==> src/rtl/core/bpu_pkg.sv <==
// bpu_pkg: shared types, constants and codes for the bmp pixel unpacker
// no dependencies; imported by the interfaces and every module of the block
`default_nettype none

package bpu_pkg;

	// widest row the block decodes, and the fixed limit on both dimensions
	localparam int MAX_WIDTH         = 4096;
	localparam int DIM_LIMIT         = 4096;
	localparam int W_LIMIT           = (MAX_WIDTH < DIM_LIMIT) ? MAX_WIDTH : DIM_LIMIT;
	localparam int PALETTE_DEPTH_DEF = 256;

	// field widths
	localparam int ACT_W      = 2;
	localparam int BYTE_W     = 8;
	localparam int COORD_W    = 12;
	localparam int DIM_W      = 13;
	localparam int BPP_W      = 6;
	localparam int BIR_W      = 15;
	localparam int CNT_W      = 4;
	localparam int PIX_W      = 3;
	localparam int CFG_IDX_W  = 2;
	localparam int CFG_DATA_W = 13;
	localparam int JOBQ_DEPTH = 4;

	// input actions
	localparam logic [ACT_W-1:0] ACT_START   = 2'd0;
	localparam logic [ACT_W-1:0] ACT_PALETTE = 2'd1;
	localparam logic [ACT_W-1:0] ACT_DATA    = 2'd2;

	// configuration register indexes
	localparam logic [CFG_IDX_W-1:0] REG_BPP    = 2'd0;
	localparam logic [CFG_IDX_W-1:0] REG_WIDTH  = 2'd1;
	localparam logic [CFG_IDX_W-1:0] REG_HEIGHT = 2'd2;

	// supported pixel depths
	localparam logic [BPP_W-1:0] BPP_1  = 6'd1;
	localparam logic [BPP_W-1:0] BPP_4  = 6'd4;
	localparam logic [BPP_W-1:0] BPP_8  = 6'd8;
	localparam logic [BPP_W-1:0] BPP_16 = 6'd16;
	localparam logic [BPP_W-1:0] BPP_24 = 6'd24;
	localparam logic [BPP_W-1:0] BPP_32 = 6'd32;

	localparam logic [BPP_W-1:0] BPP_RESET    = BPP_24;
	localparam logic [DIM_W-1:0] WIDTH_RESET  = 13'd1;
	localparam logic [DIM_W-1:0] HEIGHT_RESET = 13'd1;

	// job kinds travelling from the front to the back
	typedef enum logic [1:0] {
		JOB_PWR,
		JOB_PAL,
		JOB_RGB,
		JOB_ERR
	} job_kind_t;

	// palette index packing within a data byte
	typedef enum logic [1:0] {
		PD_1,
		PD_4,
		PD_8
	} pal_depth_t;

	typedef struct packed {
		job_kind_t           kind;
		pal_depth_t          depth;
		logic [BYTE_W-1:0]   data;
		logic [BYTE_W-1:0]   red;
		logic [BYTE_W-1:0]   green;
		logic [BYTE_W-1:0]   blue;
		logic [COORD_W-1:0]  col;
		logic [COORD_W-1:0]  y;
		logic [CNT_W-1:0]    count;
	} job_t;

	// row remainder unit request and response
	typedef struct packed {
		logic               start;
		logic [DIM_W-1:0]   divisor;
		logic [COORD_W-1:0] dividend;
	} rm_req_t;

	typedef struct packed {
		logic               busy;
		logic               done;
		logic [COORD_W-1:0] rem;
	} rm_rsp_t;

endpackage

`default_nettype wire

==> src/rtl/core/bpu_rowmod.sv <==
// bpu_rowmod: bit-serial remainder of the row counter by the image height
// depends on bpu_pkg (rm_req_t, rm_rsp_t)
`default_nettype none

module bpu_rowmod import bpu_pkg::*; (
	input  wire logic clk,
	input  wire logic arst_n,
	input  rm_req_t   req,
	output rm_rsp_t   rsp
);

	localparam int STEP_W = $clog2(COORD_W);

	logic                busy_q;
	logic                done_q;
	logic [STEP_W-1:0]   step_q;
	logic [COORD_W-1:0]  dvd_q;
	logic [DIM_W-1:0]    dvs_q;
	logic [COORD_W-1:0]  rem_q;
	logic [DIM_W-1:0]    trial;
	logic [DIM_W-1:0]    trial_sub;

	// one quotient bit a cycle, restoring form
	always_comb begin
		trial     = {rem_q, dvd_q[COORD_W-1]};
		trial_sub = (trial >= dvs_q) ? trial - dvs_q : trial;
	end

	always_ff @(posedge clk or negedge arst_n) begin
		if (!arst_n) begin
			busy_q <= 1'b0;
			done_q <= 1'b0;
			step_q <= '0;
		end else begin
			done_q <= 1'b0;
			if (req.start) begin
				busy_q <= 1'b1;
				step_q <= '0;
			end else if (busy_q) begin
				step_q <= step_q + 1'b1;
				if (step_q == STEP_W'(COORD_W - 1)) begin
					busy_q <= 1'b0;
					done_q <= 1'b1;
				end
			end
		end
	end

	always_ff @(posedge clk) begin
		if (req.start) begin
			dvd_q <= req.dividend;
			dvs_q <= req.divisor;
			rem_q <= '0;
		end else if (busy_q) begin
			dvd_q <= {dvd_q[COORD_W-2:0], 1'b0};
			rem_q <= trial_sub[COORD_W-1:0];
		end
	end

	assign rsp.busy = busy_q;
	assign rsp.done = done_q;
	assign rsp.rem  = rem_q;

endmodule

`default_nettype wire

==> config.mk <==
export PLATFORM = sky130hd
export DESIGN_NAME = bpu_rowmod
export DESIGN_NICKNAME = d
export VERILOG_FILES = /design/src/rtl/core/bpu_pkg.sv /design/src/rtl/core/bpu_rowmod.sv
export SDC_FILE = /design/constraint.sdc
export NUM_CORES = 1
export LEC_CHECK = 0
export BUFFER_PORTS_ARGS = -buffer_cell sky130_fd_sc_hd__buf_2
export CORE_ASPECT_RATIO = 0.9
export CORE_MARGIN = 2
export CORE_UTILIZATION = 55
export CTS_BUF_LIST = sky130_fd_sc_hd__clkbuf_16
export CTS_CLUSTER_DIAMETER = 150
export DETAILED_ROUTE_END_ITERATION = 12
export GPL_ROUTABILITY_DRIVEN = 0
export PLACE_DENSITY = 0.85
export SLEW_MARGIN = 20
export SYNTH_ARGS = -nofsm -noshare
export SYNTH_HDL_FRONTEND = slang
export SYNTH_SLANG_ARGS = --single-unit
==> constraint.sdc <==
create_clock -name clk -period 2.8 [get_ports clk]
set_input_delay 0 -clock clk [delete_from_list [all_inputs] [get_ports clk]]
set_output_delay 0 -clock clk [all_outputs]
set_load 0.005 [all_outputs]
==> key figures <==
Setup path
  • Reg2reg end: rem_q[10]$_SDFFE_PP0P_
  • Worst EP required: 2.98 ns
  • Slowest-stage cell, CP: a221oi_1
  • Worst Setup End Kind: register
  • Reg-to-reg slack, setup: 0.27 ns
  • Worst setup SP type: register
  • Most frequent CP cell: inv_1
  • Crit path arrival time: 2.71 ns
  • FF-to-FF Start: dvd_q[11]$_DFFE_PP_
  • Crit path max fanout: 3
  • Crit-path cells: inv_1 > ha_1 > inv_1 > fa_1 > a21o_1 > a221oi_1 > o21ai_0 > xnor2_1 > a211o_1 > o311ai_0
  • CP peak stage delay: 0.46 ns
  • Critical path class: register to register
  • FF-to-FF path depth: 10

GRT
  • Remaining global-route overflow: 0
  • Largest net degree at the start of global routing: 27
  • Total GRT Usage: 0.237
  • First-pass GRT wire length: 8690 µm
  • Initial antenna violation count: 0
  • Vias in the first global route: 1901

Power and ir drop
  • VDD IR max: 501 µV
  • Leak: 1.35 nW
  • Sw power: 0.000347 W
  • Pwr/cell area: 541 nW/µm²
  • Clock power frac: 0.404
  • Switching share of total power: 0.219
  • Combinational share of power: 0.133
  • Register share of total power: 0.463
  • Power Internal: 0.00123 W

Timing
  • Slew HR: 0.593
  • Final hold viol count: 0
  • Fin crit share: 0.905
  • Skew final: 0.00341 ns
  • Setup TNS: 0 ns
  • Final worst path period need: 2.53 ns
  • Final setup violation count: 0
  • Max-slew violation count: 0
  • Achievable frequency: 0.395 GHz
  • RSZ-0062 raised after global routing: false
  • Worst slew pin tran: 0.606 ns

Drt
  • Via/cell ratio: 5.90
  • DR vias: 1934
  • DRC Markers: 0
  • Initial DRC count: 138
  • Mean routed wirelength per cell: 15.5 µm
  • Total iterations of the first detailed-routing run: 4
  • Post-route ant nets: 0
  • Final wirelength: 5100 µm

Synth
  • Synth warn: 0
  • Yosys top cell by area: edfxtp_1
  • Seq/Total Area, Yosys: 0.474
  • Synth area leaders: edfxtp_1, dfxtp_1, ha_1, dfrtp_1, mux2_2
  • Synth top area share: 0.312
  • Post-synth ARST share: 0.140
  • EDFF count, synth: 25
  • Synthesized area: 2410 µm²
  • Post-synthesis cell type count: 45
  • Net Count, Synth: 267
  • Cells after synthesis: 224
  • Top FF cell, synth: edfxtp_1
  • Seq cells post-synth: 43
  • Post-Syn Area per Cell: 10.7 µm²

Hold path
  • Hold Crit Class: input pin to register
  • WHS Endpoint: dvd_q[6]$_DFFE_PP_
  • Hold-critical path depth: 2
  • Worst Hold Launch: req[6]

Floorplanning
  • Die Span Y: 66.8 µm
  • Area of the die: 4920 µm²
  • I/O pin count: 42
  • Standard-cell rows: 22
  • Starting Density: 0.583
  • Core area: 4130 µm²
  • Die X: 73.7 µm

Place
  • Placed Instances: 305
  • IO buf count: 41
  • Post-DP HPWL: 3490 µm

Layout
  • Ant diodes: 0
  • Fillers: 313
  • Layout Cells excl Fill: 328
  • Commonest cells after routing, fill and taps aside: buf_2, edfxtp_1, inv_1
  • Most common cell after layout, fill and taps aside: buf_2
  • Area delta synth->final: 21.3%
  • Layout cells sized above 1: 0.239
  • # nets final: 322

Clock tree
  • Maximum clock insertion buffer count: 2
  • Clock Root Buffer: clkbuf_16
  • PostCTS Resize Cnt: 0
  • H-tree levels: 2
  • Clock slew seen by the registers of the worst setup and hold paths: 0.06 ns
  • Sink Count: 43
  • CTS Buf Count: 5
  • Clk_lat worst skew: 0.29 ns
  • CTS tree: done

Job
  • MaxCap Viol Count: 0

Status
  • Status: completed
critical path: cells and delay by family, from the launching register on:
kind                     cells  cell delay, ns
XOR/XNOR                     1            0.15
buffers and inverters        2            0.14
flip-flops                   1            0.36
adder cells (fa/ha/maj)      2            0.57
AO/OA/AOI/OAI                5            1.21
stage by stage:
step	total power (W)	instance area, µm²	setup WS (ns)	utilization	hold slack [ns]
global route	0.00164	2920	0.0397	0.707	0.00903
finish	0.00158	2920	0.265	0.707	0.0121
CTS	0.00159	2920	0.280	0.707	0.00717
global placement	0.000926	2610	0.375	0.632	-0.172
floorplan	0.000875	2410	0.514	-	-0.296
detailed placement	0.000934	2610	0.307	0.632	-0.170
cells in the mapped netlist (7+ instances only):
master and count:
ha_1 14, nand3_1 9, dfxtp_1 12, o21ai_0 11, mux2_2 11, nand2_1 13, a21oi_1 11, xnor2_1 7
and3_1 8, inv_1 18, nor2_1 15, edfxtp_1 25
final cells by class:
| cell class | instances | area, µm² | area share |
|---|---|---|---|
| flip-flops and latches | 43 | 1140 | 0.391 |
| multi-input cells | 152 | 1110 | 0.380 |
| repair buffers | 59 | 378 | 0.129 |
| clock buffers | 5 | 125 | 0.0428 |
| inverters | 18 | 67.6 | 0.0231 |
| well taps | 48 | 60.1 | 0.0206 |
| clock inverters | 3 | 37.5 | 0.0129 |
worst max-delay path by stage:
| stage | cells past startpoint | to | slack [ns] | startpoint |
|---|---|---|---|---|
| 2_1_floorplan | 10 | rem_q[10]$_SDFFE_PP0P_ | 0.51 | dvd_q[11]$_DFFE_PP_ |
| 3_3_place_gp | 10 | rem_q[10]$_SDFFE_PP0P_ | 0.37 | dvd_q[11]$_DFFE_PP_ |
| 3_5_place_dp | 10 | rem_q[10]$_SDFFE_PP0P_ | 0.31 | dvd_q[11]$_DFFE_PP_ |
| 4_1_cts | 10 | rem_q[10]$_SDFFE_PP0P_ | 0.28 | dvd_q[11]$_DFFE_PP_ |
| 5_1_grt | 10 | rem_q[10]$_SDFFE_PP0P_ | 0.04 | dvd_q[11]$_DFFE_PP_ |
| 6_report | 10 | rem_q[10]$_SDFFE_PP0P_ | 0.27 | dvd_q[11]$_DFFE_PP_ |
power by group through the flow:
stage	sequential (W)	combinational [W]	clock, W
after floorplan	0.000740	0.000136	0
after global placement	0.000743	0.000184	0
after detailed placement	0.000744	0.000190	0
after CTS	0.000732	0.000208	0.000651
after global routing	0.000736	0.000235	0.000672
final	0.000731	0.000210	0.000639
sequential cells by signal, indices dropped and copies added (netlist names):
| register | cells |
|---|---|
| dvd_q | 12 |
| dvs_q | 13 |
| busy_q | 1 |
| rem_q | 12 |
| done_q | 1 |
| step_q | 4 |
kinds of logic (layout without fill, tap and decap cells):
group | count (synthesis) | after routing | synth area share
buffers and inverters | 29 | 85 | 0.0644
muxes | 12 | 12 | 0.0556
AOI/OAI and AO/OA | 56 | 56 | 0.165
xor gates and xnor gates | 11 | 11 | 0.0400
DFF | 43 | 43 | 0.474
adders and majority gates | 15 | 15 | 0.0811
and+or+nand+nor | 58 | 58 | 0.120
per-layer routing:
layer / GRT usage / wire (µm)
met2: 0.359 / 2410
met3: 0.0575 / 320
met1: 0.316 / 2300
met5: 0 / 0
met4: 0.116 / 68
what timing repair did:
item                                   CTS  global route
endpoints found under the hold margin   20             0
setup buffers                            0             0
hold buffers                            15             0
Power figures use the tool's default switching activity.
