--- src/rtl/core/bpu_pkg.sv ---
// bpu_pkg: shared types, constants and codes for the bmp pixel unpacker
// no dependencies; imported by the interfaces and every module of the block
`default_nettype none

package bpu_pkg;

	// widest row the block decodes, and the fixed limit on both dimensions
	localparam int MAX_WIDTH         = 4096;
	localparam int DIM_LIMIT         = 4096;
	localparam int W_LIMIT           = (MAX_WIDTH < DIM_LIMIT) ? MAX_WIDTH : DIM_LIMIT;
	localparam int PALETTE_DEPTH_DEF = 256;

	// field widths
	localparam int ACT_W      = 2;
	localparam int BYTE_W     = 8;
	localparam int COORD_W    = 12;
	localparam int DIM_W      = 13;
	localparam int BPP_W      = 6;
	localparam int BIR_W      = 15;
	localparam int CNT_W      = 4;
	localparam int PIX_W      = 3;
	localparam int CFG_IDX_W  = 2;
	localparam int CFG_DATA_W = 13;
	localparam int JOBQ_DEPTH = 4;

	// input actions
	localparam logic [ACT_W-1:0] ACT_START   = 2'd0;
	localparam logic [ACT_W-1:0] ACT_PALETTE = 2'd1;
	localparam logic [ACT_W-1:0] ACT_DATA    = 2'd2;

	// configuration register indexes
	localparam logic [CFG_IDX_W-1:0] REG_BPP    = 2'd0;
	localparam logic [CFG_IDX_W-1:0] REG_WIDTH  = 2'd1;
	localparam logic [CFG_IDX_W-1:0] REG_HEIGHT = 2'd2;

	// supported pixel depths
	localparam logic [BPP_W-1:0] BPP_1  = 6'd1;
	localparam logic [BPP_W-1:0] BPP_4  = 6'd4;
	localparam logic [BPP_W-1:0] BPP_8  = 6'd8;
	localparam logic [BPP_W-1:0] BPP_16 = 6'd16;
	localparam logic [BPP_W-1:0] BPP_24 = 6'd24;
	localparam logic [BPP_W-1:0] BPP_32 = 6'd32;

	localparam logic [BPP_W-1:0] BPP_RESET    = BPP_24;
	localparam logic [DIM_W-1:0] WIDTH_RESET  = 13'd1;
	localparam logic [DIM_W-1:0] HEIGHT_RESET = 13'd1;

	// job kinds travelling from the front to the back
	typedef enum logic [1:0] {
		JOB_PWR,
		JOB_PAL,
		JOB_RGB,
		JOB_ERR
	} job_kind_t;

	// palette index packing within a data byte
	typedef enum logic [1:0] {
		PD_1,
		PD_4,
		PD_8
	} pal_depth_t;

	typedef struct packed {
		job_kind_t           kind;
		pal_depth_t          depth;
		logic [BYTE_W-1:0]   data;
		logic [BYTE_W-1:0]   red;
		logic [BYTE_W-1:0]   green;
		logic [BYTE_W-1:0]   blue;
		logic [COORD_W-1:0]  col;
		logic [COORD_W-1:0]  y;
		logic [CNT_W-1:0]    count;
	} job_t;

	// row remainder unit request and response
	typedef struct packed {
		logic               start;
		logic [DIM_W-1:0]   divisor;
		logic [COORD_W-1:0] dividend;
	} rm_req_t;

	typedef struct packed {
		logic               busy;
		logic               done;
		logic [COORD_W-1:0] rem;
	} rm_rsp_t;

endpackage

`default_nettype wire

--- src/rtl/core/bpu_jobq.sv ---
// bpu_jobq: small job queue between the front and back parts
// depends on bpu_pkg (job_t)
`default_nettype none

module bpu_jobq import bpu_pkg::*; #(
	parameter int DEPTH = JOBQ_DEPTH
) (
	input  wire logic clk,
	input  wire logic arst_n,
	input  wire logic push,
	input  job_t      din,
	input  wire logic pop,
	output job_t      dout,
	output logic      valid,
	output logic      full
);

	localparam int PTR_W = (DEPTH > 1) ? $clog2(DEPTH) : 1;
	localparam int CNT_QW = $clog2(DEPTH + 1);

	job_t               slot_q [DEPTH];
	logic [PTR_W-1:0]   wr_q;
	logic [PTR_W-1:0]   rd_q;
	logic [CNT_QW-1:0]  cnt_q;

	assign dout  = slot_q[rd_q];
	assign valid = (cnt_q != '0);
	assign full  = (cnt_q == CNT_QW'(DEPTH));

	always_ff @(posedge clk or negedge arst_n) begin
		if (!arst_n) begin
			wr_q  <= '0;
			rd_q  <= '0;
			cnt_q <= '0;
		end else begin
			if (push)
				wr_q <= (wr_q == PTR_W'(DEPTH - 1)) ? '0 : wr_q + 1'b1;
			if (pop)
				rd_q <= (rd_q == PTR_W'(DEPTH - 1)) ? '0 : rd_q + 1'b1;
			if (push && !pop)
				cnt_q <= cnt_q + 1'b1;
			else if (pop && !push)
				cnt_q <= cnt_q - 1'b1;
		end
	end

	always_ff @(posedge clk) begin
		if (push)
			slot_q[wr_q] <= din;
	end

endmodule

`default_nettype wire

--- config.mk ---
export PLATFORM = sky130hd
export DESIGN_NAME = bpu_jobq
export DESIGN_NICKNAME = d
export VERILOG_FILES = /design/src/rtl/core/bpu_pkg.sv /design/src/rtl/core/bpu_jobq.sv
export SDC_FILE = /design/constraint.sdc
export NUM_CORES = 1
export LEC_CHECK = 0
export ABC_AREA = 1
export BUFFER_PORTS_ARGS = -buffer_cell sky130_fd_sc_hd__buf_4
export CAP_MARGIN = 20
export CORE_UTILIZATION = 52
export DETAILED_ROUTE_END_ITERATION = 6
export PLACE_DENSITY_LB_ADDON = 0.25
export SLEW_MARGIN = 10
export SYNTH_ARGS = -nofsm -noshare
export SYNTH_HDL_FRONTEND = slang
export SYNTH_SLANG_ARGS = --single-unit
--- constraint.sdc ---
create_clock -name clk -period 2.4 [get_ports clk]
set_input_delay 0.48 -clock clk [delete_from_list [all_inputs] [get_ports clk]]
set_output_delay 0.48 -clock clk [all_outputs]
set_load 0.05 [all_outputs]
==> results of run 1 <==
==> worst max path at each step <==
stage / to / slack [ps] / from / cells after the start
after global routing: dout[9] / -2 / rd_q[0] / 6
after global placement: dout[13] / 440 / rd_q[0] / 6
after detailed placement: dout[9] / 410 / rd_q[0] / 6
after CTS: dout[58] / 20 / rd_q[0] / 6
after floorplan: slot_q[0][0] / 80 / wr_q[0] / 4
final: dout[13] / 100 / rd_q[0] / 6
==> cells by family (layout without fill, tap and decap cells) <==
group           Yosys count  after routing  share of synthesized area (%)
fa+ha+maj                 7              7                         0.8923
flops                   263            263                          73.78
compound gates          132            132                          9.205
buf+inv                 183            351                          8.454
xor+xnor                  1              1                        0.08220
simple gates            214            214                          7.585
==> per-stage QoR <==
stage	setup TNS [ps]	worst slack [ps]	instance area (µm²)	hold WS [ps]
2_1_floorplan	0	77.73	10660	184.4
3_3_place_gp	0	440.2	11840	303.8
3_5_place_dp	0	409.0	11840	301.2
4_1_cts	0	24.65	12810	125.6
5_1_grt	-4.954	-2.488	12930	134.3
6_report	0	104.3	12930	152.3
==> registers in the layout, indices dropped and copies added (netlist names) <==
register  flops
cnt_q         3
wr_q          2
slot_q      256
rd_q          2
==> Yosys cell counts <==
cell	n	area share, %
sky130_fd_sc_hd__clkbuf_1	1	0.035
sky130_fd_sc_hd__dfrtp_1	7	1.6
sky130_fd_sc_hd__buf_2	15	0.70
sky130_fd_sc_hd__ha_1	6	0.70
sky130_fd_sc_hd__inv_2	1	0.035
sky130_fd_sc_hd__inv_1	140	4.9
sky130_fd_sc_hd__buf_6	26	2.7
sky130_fd_sc_hd__nor3_1	1	0.047
sky130_fd_sc_hd__o21ai_0	4	0.19
sky130_fd_sc_hd__nand4_1	1	0.059
sky130_fd_sc_hd__o211ai_1	128	9.0
sky130_fd_sc_hd__xnor2_1	1	0.082
sky130_fd_sc_hd__fa_1	1	0.19
sky130_fd_sc_hd__nand3_1	1	0.047
sky130_fd_sc_hd__nand2_1	208	7.3
sky130_fd_sc_hd__edfxtp_1	256	72
sky130_fd_sc_hd__nor2_1	3	0.11
==> what timing repair did <==
action,4_1_cts,5_1_grt
gates resized for setup,8,6
setup buffers,1,0
hold buffers,1,0
cloned,2,4
endpoints found under the hold margin,7,0
endpoints found under the setup margin,56,39
pin swaps,0,0
==> metal layers <==
metal | vias up | wire [µm] | GRT usage, %
met2 | 154 | 9993 | 32.48
met1 | 2972 | 8495 | 23.57
met5 | - | 0 | 0
met4 | 0 | 444 | 6.421
li1 | 3084 | - | -
met3 | 31 | 1137 | 3.585
==> critical path, cell delays in order (launching register included) <==
cell,delay [ps]
sky130_fd_sc_hd__dfrtp_2,480
sky130_fd_sc_hd__inv_16,160
sky130_fd_sc_hd__buf_6,210
sky130_fd_sc_hd__nand2_1,70
sky130_fd_sc_hd__o211ai_1,90
sky130_fd_sc_hd__nand2_1,80
sky130_fd_sc_hd__buf_4,190
==> report_power, final <==
part           switching (mW)  total, mW  internal (mW)
Combinational            5.34       7.55           2.21
Clock                    1.62       4.13           2.50
Sequential              0.199       6.09           5.89
==> cell type report <==
type | instances | area share [%]
clock buffers | 33 | 5.401
flip-flops and latches | 263 | 60.84
repair buffers | 158 | 10.69
inverters | 141 | 4.220
well taps | 265 | 2.565
multi-input cells | 354 | 14.64
repair inverters | 2 | 0.1355
clock inverters | 17 | 1.500
==> reports/metrics.cfg, run 1 <==
[cells_and_area]
total_area_of_multi_input_combinational_cells_mm2=0.001893
syn2layout_area_growth_pct=21.31
mostFrequentLayoutCells=sky130_fd_sc_hd__edfxtp_1, sky130_fd_sc_hd__nand2_1, sky130_fd_sc_hd__buf_4
final_layout_size_suffix_gt1_share_pct=21.59
finish.net_count=1022
regArea_mm2=0.007865
final_core_util_pct=65.35
final_common_cell=sky130_fd_sc_hd__edfxtp_1
diodes=0
final.fill_count=1447
instances_no_fill=1233

[global_routing]
groute.usage.overall_pct=18.73
grt_max_degree=49
grt_overflow=0
first_global_vias=6022
grt_first_pass_wirelength_um=30710
antenna_found_initial=0

[placement]
dpl.hpwl_um=11240
gpl.final_weighted_congestion=0.6937
numPlacedInstances=1175
io_buffer_count=133

[route]
drt_pre_antenna_iters=4
routed_via_density=5.062
route.detailed.drc=0
drt-wirelength-per-cell_um=16.28
via_count=6241
wirelength_um=20070
first_iter_violations=290
ant_nets_after_route=0

[yosys]
synthesis_warning_total=0
syn_nets=875
synth_seq_area_share_pct=73.78
postSynthRegisterBits=263
syn-instance-count=800
syn_avg_cell_area_um2=13.32
yosysUniqueCellTypes=17
synthesis.area_mm2=0.01066

[hold_path]
timing.hold.worst.start=din[62]
worstHoldPathCells=1
min-delay-path-class=in -> reg
worst_hold_path_ep=slot_q[2][62]

[critical_path]
reg2reg_depth=5
worst_setup_path_start_kind=flop
worst_ep_arrival_time_ps=1820
crit-reg2reg-capture=slot_q[1][32]
r2r_start=wr_q[1]
crit_path_end_kind=primary output
minimum_setup_slack_among_reg_to_reg_paths_ps=710
criticalPathCategory=reg -> out
cp.required_ps=1920
crit_path_max_fanout=22

[clock_tree]
cts_buffer_depth=3
clkSinkCount=263
worst_skew_pair.late_latency_ps=520
cts.htree.levels=1
cts-buffers-inserted=27
cts-root-buf=sky130_fd_sc_hd__clkbuf_16
cts_tree=built
clk_transition_reported_paths_ps=60

[timing]
min_period_over_period_pct=95.65
timing_worst_slew_pin_value_ps=536.6
grt_setup_unrepaired=true
fin_crit_ps=2296
setup_skew_ps=11.05
report.final.slew_viol_count=0
finalSetupViolations=0
finalHoldViolations=0
max_clock_freq_mhz=435.6
timing.max_slew.rel_slack_pct=64.23

[floorplan]
placementRows=51
floorplan.initialDensity_pct=53.87
die_outline_area_mm2=0.02107
floorplan.die.width_um=145.2
die_h_um=145.2
io_pins=134
floorplan.core_area_mm2=0.01978

[power]
report.power.total_mw=17.76
maximum_vdd_drop_mv=0.9587
cellLeakagePower_nw=5.283
pwr_density_cell_mw_per_mm2=1374

[outcome]
outcome=finished, final reports clean

[job]
cap_viol_max_count=0

(Power assumes the default switching activity.)
==> run 2, diff against run 1 <==
--- a/config.mk
+++ b/config.mk
@@ -8,7 +8,9 @@
 export ABC_AREA = 1
 export BUFFER_PORTS_ARGS = -buffer_cell sky130_fd_sc_hd__buf_4
 export CAP_MARGIN = 20
-export CORE_UTILIZATION = 52
+export CELL_PAD_IN_SITES_DETAIL_PLACEMENT = 1
+export CELL_PAD_IN_SITES_GLOBAL_PLACEMENT = 1
+export CORE_UTILIZATION = 43
 export DETAILED_ROUTE_END_ITERATION = 6
 export PLACE_DENSITY_LB_ADDON = 0.25
 export SLEW_MARGIN = 10
==> reports/metrics.cfg, run 2 (synthesized netlist as in run 1, its figures left out) <==
[outcome]
outcome=finished, final reports clean

[critical_path]
worst_setup_path_start_kind=flop
slowest_delay_ps=480
path_cells=inv_16, bufbuf_16, nand2_1, o211ai_1, nand2_1, buf_4
crit_startpoint=rd_q[0]
cpMostUsedCell=sky130_fd_sc_hd__nand2_1
worstSetupEndpoint=dout[10]
reg2reg_depth=4
worst_ep_arrival_time_ps=1920
critical_path.slowest_cell=sky130_fd_sc_hd__dfrtp_2
minimum_setup_slack_among_reg_to_reg_paths_ps=650
criticalPathCategory=reg -> out
r2r_start=wr_q[0]
cp.required_ps=1920
crit-reg2reg-capture=slot_q[3][62]
crit_path_end_kind=primary output
crit_path_max_fanout=30

[floorplan]
die_h_um=159.4
io_pins=134
die_outline_area_mm2=0.02542
floorplan.die.width_um=159.4
floorplan.initialDensity_pct=43.82
placementRows=57
floorplan.core_area_mm2=0.02432

[clock_tree]
clkSinkCount=263
cts_tree=built
clk_transition_reported_paths_ps=60
cts-buffers-inserted=27
cts_buffer_depth=3
cts.htree.levels=1
worst_skew_pair.late_latency_ps=520
cts-root-buf=sky130_fd_sc_hd__clkbuf_16

[global_routing]
groute.usage.overall_pct=18.36
grt_first_pass_wirelength_um=35980
antenna_found_initial=0
grt_overflow=0
first_global_vias=6750
grt_max_degree=47

[job]
cap_viol_max_count=0

[power]
p_clk_share_pct=20.7
cellLeakagePower_nw=5.221
net_switching_power_mw=7.267
seq_power_share_pct=35.0
power_frac_comb_pct=44.3
pwr_density_cell_mw_per_mm2=1358
p_int_mw=10.22
maximum_vdd_drop_mv=0.7211
fraction_of_power_spent_switching_nets_pct=41.55

[cells_and_area]
mostFrequentLayoutCells=sky130_fd_sc_hd__edfxtp_1, sky130_fd_sc_hd__nand2_1, sky130_fd_sc_hd__inv_1
final_common_cell=sky130_fd_sc_hd__edfxtp_1
largest_registers=slot_q (256), cnt_q (3)
largest_register=slot_q
largest_register_ff_count=256
syn2layout_area_growth_pct=20.82
final_core_util_pct=52.94
final_layout_size_suffix_gt1_share_pct=20.64
diodes=0
finish.net_count=1022
final_design_area_no_fill_mm2=0.01287

[timing]
max_clock_freq_mhz=417.5
report.final.slew_viol_count=0
setup_skew_ps=8.495
finalHoldViolations=0
finalSetupViolations=0
finalSetupTns_ps=0
fin_crit_ps=2395
timing_worst_slew_pin_value_ps=563.2
timing.max_slew.rel_slack_pct=62.46
grt_setup_unrepaired=true
min_period_over_period_pct=99.80

[route]
wirelength_um=23100
routed_via_density=4.969
drt_pre_antenna_iters=4
ant_nets_after_route=0
drt-wirelength-per-cell_um=17.93
via_count=6400
route.detailed.drc=0
first_iter_violations=285

[hold_path]
min-delay-path-class=in -> reg
timing.hold.worst.start=din[63]

[placement]
gpl.final_weighted_congestion=0.7084
dpl.hpwl_um=13510
dpl_cell_area_mm2=0.01191
io_buffer_count=133

-- run 2: changes by cell type in the layout (fill, tap and decap cells not counted), moves of 2 or more --
cell / change
sky130_fd_sc_hd__buf_6: +12
sky130_fd_sc_hd__buf_4: -9
sky130_fd_sc_hd__bufinv_16: -4
sky130_fd_sc_hd__clkbuf_16: -4
sky130_fd_sc_hd__clkinv_1: +4
sky130_fd_sc_hd__inv_2: -4
sky130_fd_sc_hd__bufbuf_16: +2
sky130_fd_sc_hd__clkbuf_1: +2
sky130_fd_sc_hd__clkinvlp_4: -2
-- run 2: what timing repair did --
| item | 4_1_cts | 5_1_grt |
|---|---|---|
| hold buffers | 1 | 0 |
| pin swaps | 0 | 9 |
| gates resized for setup | 9 | 15 |
| endpoints found under the hold margin | 7 | 0 |
| gates cloned | 4 | 0 |
| endpoints found under the setup margin | 57 | 44 |
| buffers inserted | 2 | 0 |
-- run 2: final cells by class --
cell class / instances / area, µm²
Fill cell: 2466 / 11440
Sequential cell: 263 / 7865
Multi-Input combinational cell: 354 / 1893
Timing Repair Buffer: 158 / 1388
Clock buffer: 35 / 705.7
Inverter: 141 / 550.5
Tap cell: 324 / 405.4
Clock inverter: 11 / 50.05
Timing Repair inverter: 2 / 17.52
-- run 2: worst min-delay path by stage --
stage | endpoint | slack, ps | cells past startpoint
3_5_place_dp | cnt_q[2] | 310 | 1
6_report | slot_q[2][63] | 160 | 1
4_1_cts | slot_q[2][63] | 130 | 1
5_1_grt | slot_q[2][63] | 140 | 1
3_3_place_gp | cnt_q[2] | 300 | 1
2_1_floorplan | cnt_q[0] | 180 | 0
-- run 2: worst max-delay path: cells and delay by family, from the launching register on --
kind,cells,cell delay (ps)
AO/OA/AOI/OAI,1,100
buffers and inverters,3,670
flip-flops,1,480
AND/OR/NAND/NOR,2,150
-- run 2: metal layers --
metal / share of wire [%] / global-route usage (%)
met4: 2.6 / 6.206
met1: 43 / 22.58
met5: 0 / 0
met2: 50 / 32.76
met3: 4.4 / 3.074
-- run 2: power groups by stage --
stage	combinational, mW	clock, mW	sequential [mW]
after floorplan	5.36	0	6.16
after global placement	7.30	0	6.16
after detailed placement	7.43	0	6.20
after CTS	7.73	3.72	6.12
after global routing	8.27	3.89	6.18
final	7.74	3.63	6.12
-- run 2: stage by stage --
stage	cells	power (mW)	setup slack (ps)	hold slack (ps)
6_report	1288	17.49	4.766	157.5
5_1_grt	1288	18.34	-59.63	136.2
3_5_place_dp	1235	13.63	375.1	307.3
2_1_floorplan	800	11.52	77.73	184.4
3_3_place_gp	1235	13.47	442.3	302.3
4_1_cts	1288	17.57	4.368	132.3
==> run 3, diff against run 2 <==
--- a/config.mk
+++ b/config.mk
@@ -10,6 +10,7 @@
 export CAP_MARGIN = 20
 export CELL_PAD_IN_SITES_DETAIL_PLACEMENT = 1
 export CELL_PAD_IN_SITES_GLOBAL_PLACEMENT = 1
+export CORE_MARGIN = 2
 export CORE_UTILIZATION = 43
 export DETAILED_ROUTE_END_ITERATION = 6
 export PLACE_DENSITY_LB_ADDON = 0.25
==> reports/metrics.cfg, run 3 (synthesized netlist as in run 1, its figures left out) <==
[floorplan]
floorplan.initialDensity_pct=43.82
io_pins=134
floorplan.core_area_mm2=0.02432
floorplan.die.width_um=161.4
die_outline_area_mm2=0.02606
die_h_um=161.4
placementRows=57

[placement]
dpl.hpwl_um=14000
io_buffer_count=133
gpl.final_weighted_congestion=0.6880
numPlacedInstances=1229
placement.setup.worst_slack_ps=373.7

[power]
report.power.total_mw=18.36
cellLeakagePower_nw=5.338
maximum_vdd_drop_mv=0.7195
pwr_density_cell_mw_per_mm2=1393

[cells_and_area]
regArea_mm2=0.007865
largest_register_ff_count=256
diodes=0
final.fill_count=2430
final_layout_size_suffix_gt1_share_pct=21.34
largest_register=slot_q
mostFrequentLayoutCells=sky130_fd_sc_hd__edfxtp_1, sky130_fd_sc_hd__nand2_1, sky130_fd_sc_hd__inv_1
instances_no_fill=1294
largest_registers=slot_q (256), cnt_q (3)
final_core_util_pct=54.20
final_common_cell=sky130_fd_sc_hd__edfxtp_1
syn2layout_area_growth_pct=23.69
total_area_of_multi_input_combinational_cells_mm2=0.001893
finish.net_count=1024

[global_routing]
grt_max_degree=66
antenna_found_initial=0
groute.usage.overall_pct=18.80
grt_overflow=0
first_global_vias=7069
grt_first_pass_wirelength_um=38060

[clock_tree]
clk_transition_reported_paths_ps=60
cts_buffer_depth=3
worst_skew_pair.late_latency_ps=540
clkSinkCount=263
cts_tree=built
cts-buffers-inserted=27
cts-root-buf=sky130_fd_sc_hd__clkbuf_16
cts.htree.levels=1

[critical_path]
r2r_start=wr_q[0]
crit_path_max_fanout=16
worst_ep_arrival_time_ps=1870
cp.required_ps=1920
crit-reg2reg-capture=slot_q[3][10]
crit_startpoint=rd_q[0]
worst_setup_path_start_kind=flop
criticalPathCategory=reg -> out
worstSetupEndpoint=dout[46]
minimum_setup_slack_among_reg_to_reg_paths_ps=720
reg2reg_depth=4
crit_path_end_kind=primary output

[timing]
report.final.slew_viol_count=0
whs_ps=142.4
min_period_over_period_pct=97.75
final.setup.worst_slack_ps=54.05
timing_worst_slew_pin_value_ps=589.7
finalHoldViolations=0
timing.max_slew.rel_slack_pct=60.69
max_clock_freq_mhz=426.3
finalSetupViolations=0
setup_skew_ps=11.98
grt_setup_unrepaired=true
fin_crit_ps=2346

[route]
drt-wirelength-per-cell_um=19.38
routed_via_density=5.083
ant_nets_after_route=0
via_count=6578
wirelength_um=25080
drt_pre_antenna_iters=4
first_iter_violations=313
route.detailed.drc=0

[outcome]
outcome=finished, final reports clean

[hold_path]
min-delay-path-class=in -> reg
timing.hold.worst.start=din[37]

[job]
cap_viol_max_count=0

## run 3: cell types whose count changed in the layout (fill, tap and decap cells not counted), sizes merged
cell / change
bufbuf: -2
bufinv: +2
clkbuf: +1
clkinv: +2
clkinvlp: +2
inv: +1
## run 3: cell type report
type / instances / share of cell area, %
well taps: 324 / 3.075
flip-flops and latches: 263 / 59.67
repair inverters: 2 / 0.2088
multi-input cells: 354 / 14.36
inverters: 141 / 4.215
clock buffers: 32 / 5.268
repair buffers: 160 / 12.09
clock inverters: 18 / 1.111
## run 3: routing by layer
metal	part of all wire, %	vias up	GRT usage, %	wire length, µm
met1	43	3317	24.27	10680
li1	-	3090	-	-
met4	1.7	0	4.830	426
met5	0	-	0	0
met3	4.3	35	3.030	1080
met2	51	136	33.18	12890
## run 3: critical path, cell delays in order (launching register included)
cell                        delay [ps]
sky130_fd_sc_hd__dfrtp_2           410
sky130_fd_sc_hd__buf_12            150
sky130_fd_sc_hd__inv_16            110
sky130_fd_sc_hd__clkbuf_16         200
sky130_fd_sc_hd__o211ai_1           90
sky130_fd_sc_hd__nand2_1           140
sky130_fd_sc_hd__buf_4             210
## run 3: repair_timing
item                                   in CTS  in global routing
cloned                                      6                  4
endpoints found under the hold margin       7                  0
buffers inserted                            4                  0
hold buffers                                1                  0
pin swaps                                   0                  4
setup endpoints to repair                  59                 42
resized for setup                          18                 30
## run 3: worst min path at each step
stage | endpoint | slack (ps) | cells after the start
3_5_place_dp | cnt_q[2] | 300 | 1
2_1_floorplan | cnt_q[0] | 180 | 0
5_1_grt | slot_q[3][37] | 130 | 1
4_1_cts | slot_q[3][37] | 120 | 1
6_report | slot_q[3][37] | 140 | 1
3_3_place_gp | cnt_q[2] | 310 | 1
## run 3: metrics by stage
stage	setup TNS [ps]	area, µm²
CTS	0	12970
global placement	0	11890
global route	-82.09	13180
detailed placement	0	11890
finish	0	13180
floorplan	0	10660
## run 3: report_power, final
group	internal (mW)	switching [mW]	leakage (nW)
Combinational	2.59	5.67	2.50
Clock	2.28	1.71	0.403
Sequential	5.89	0.217	2.43
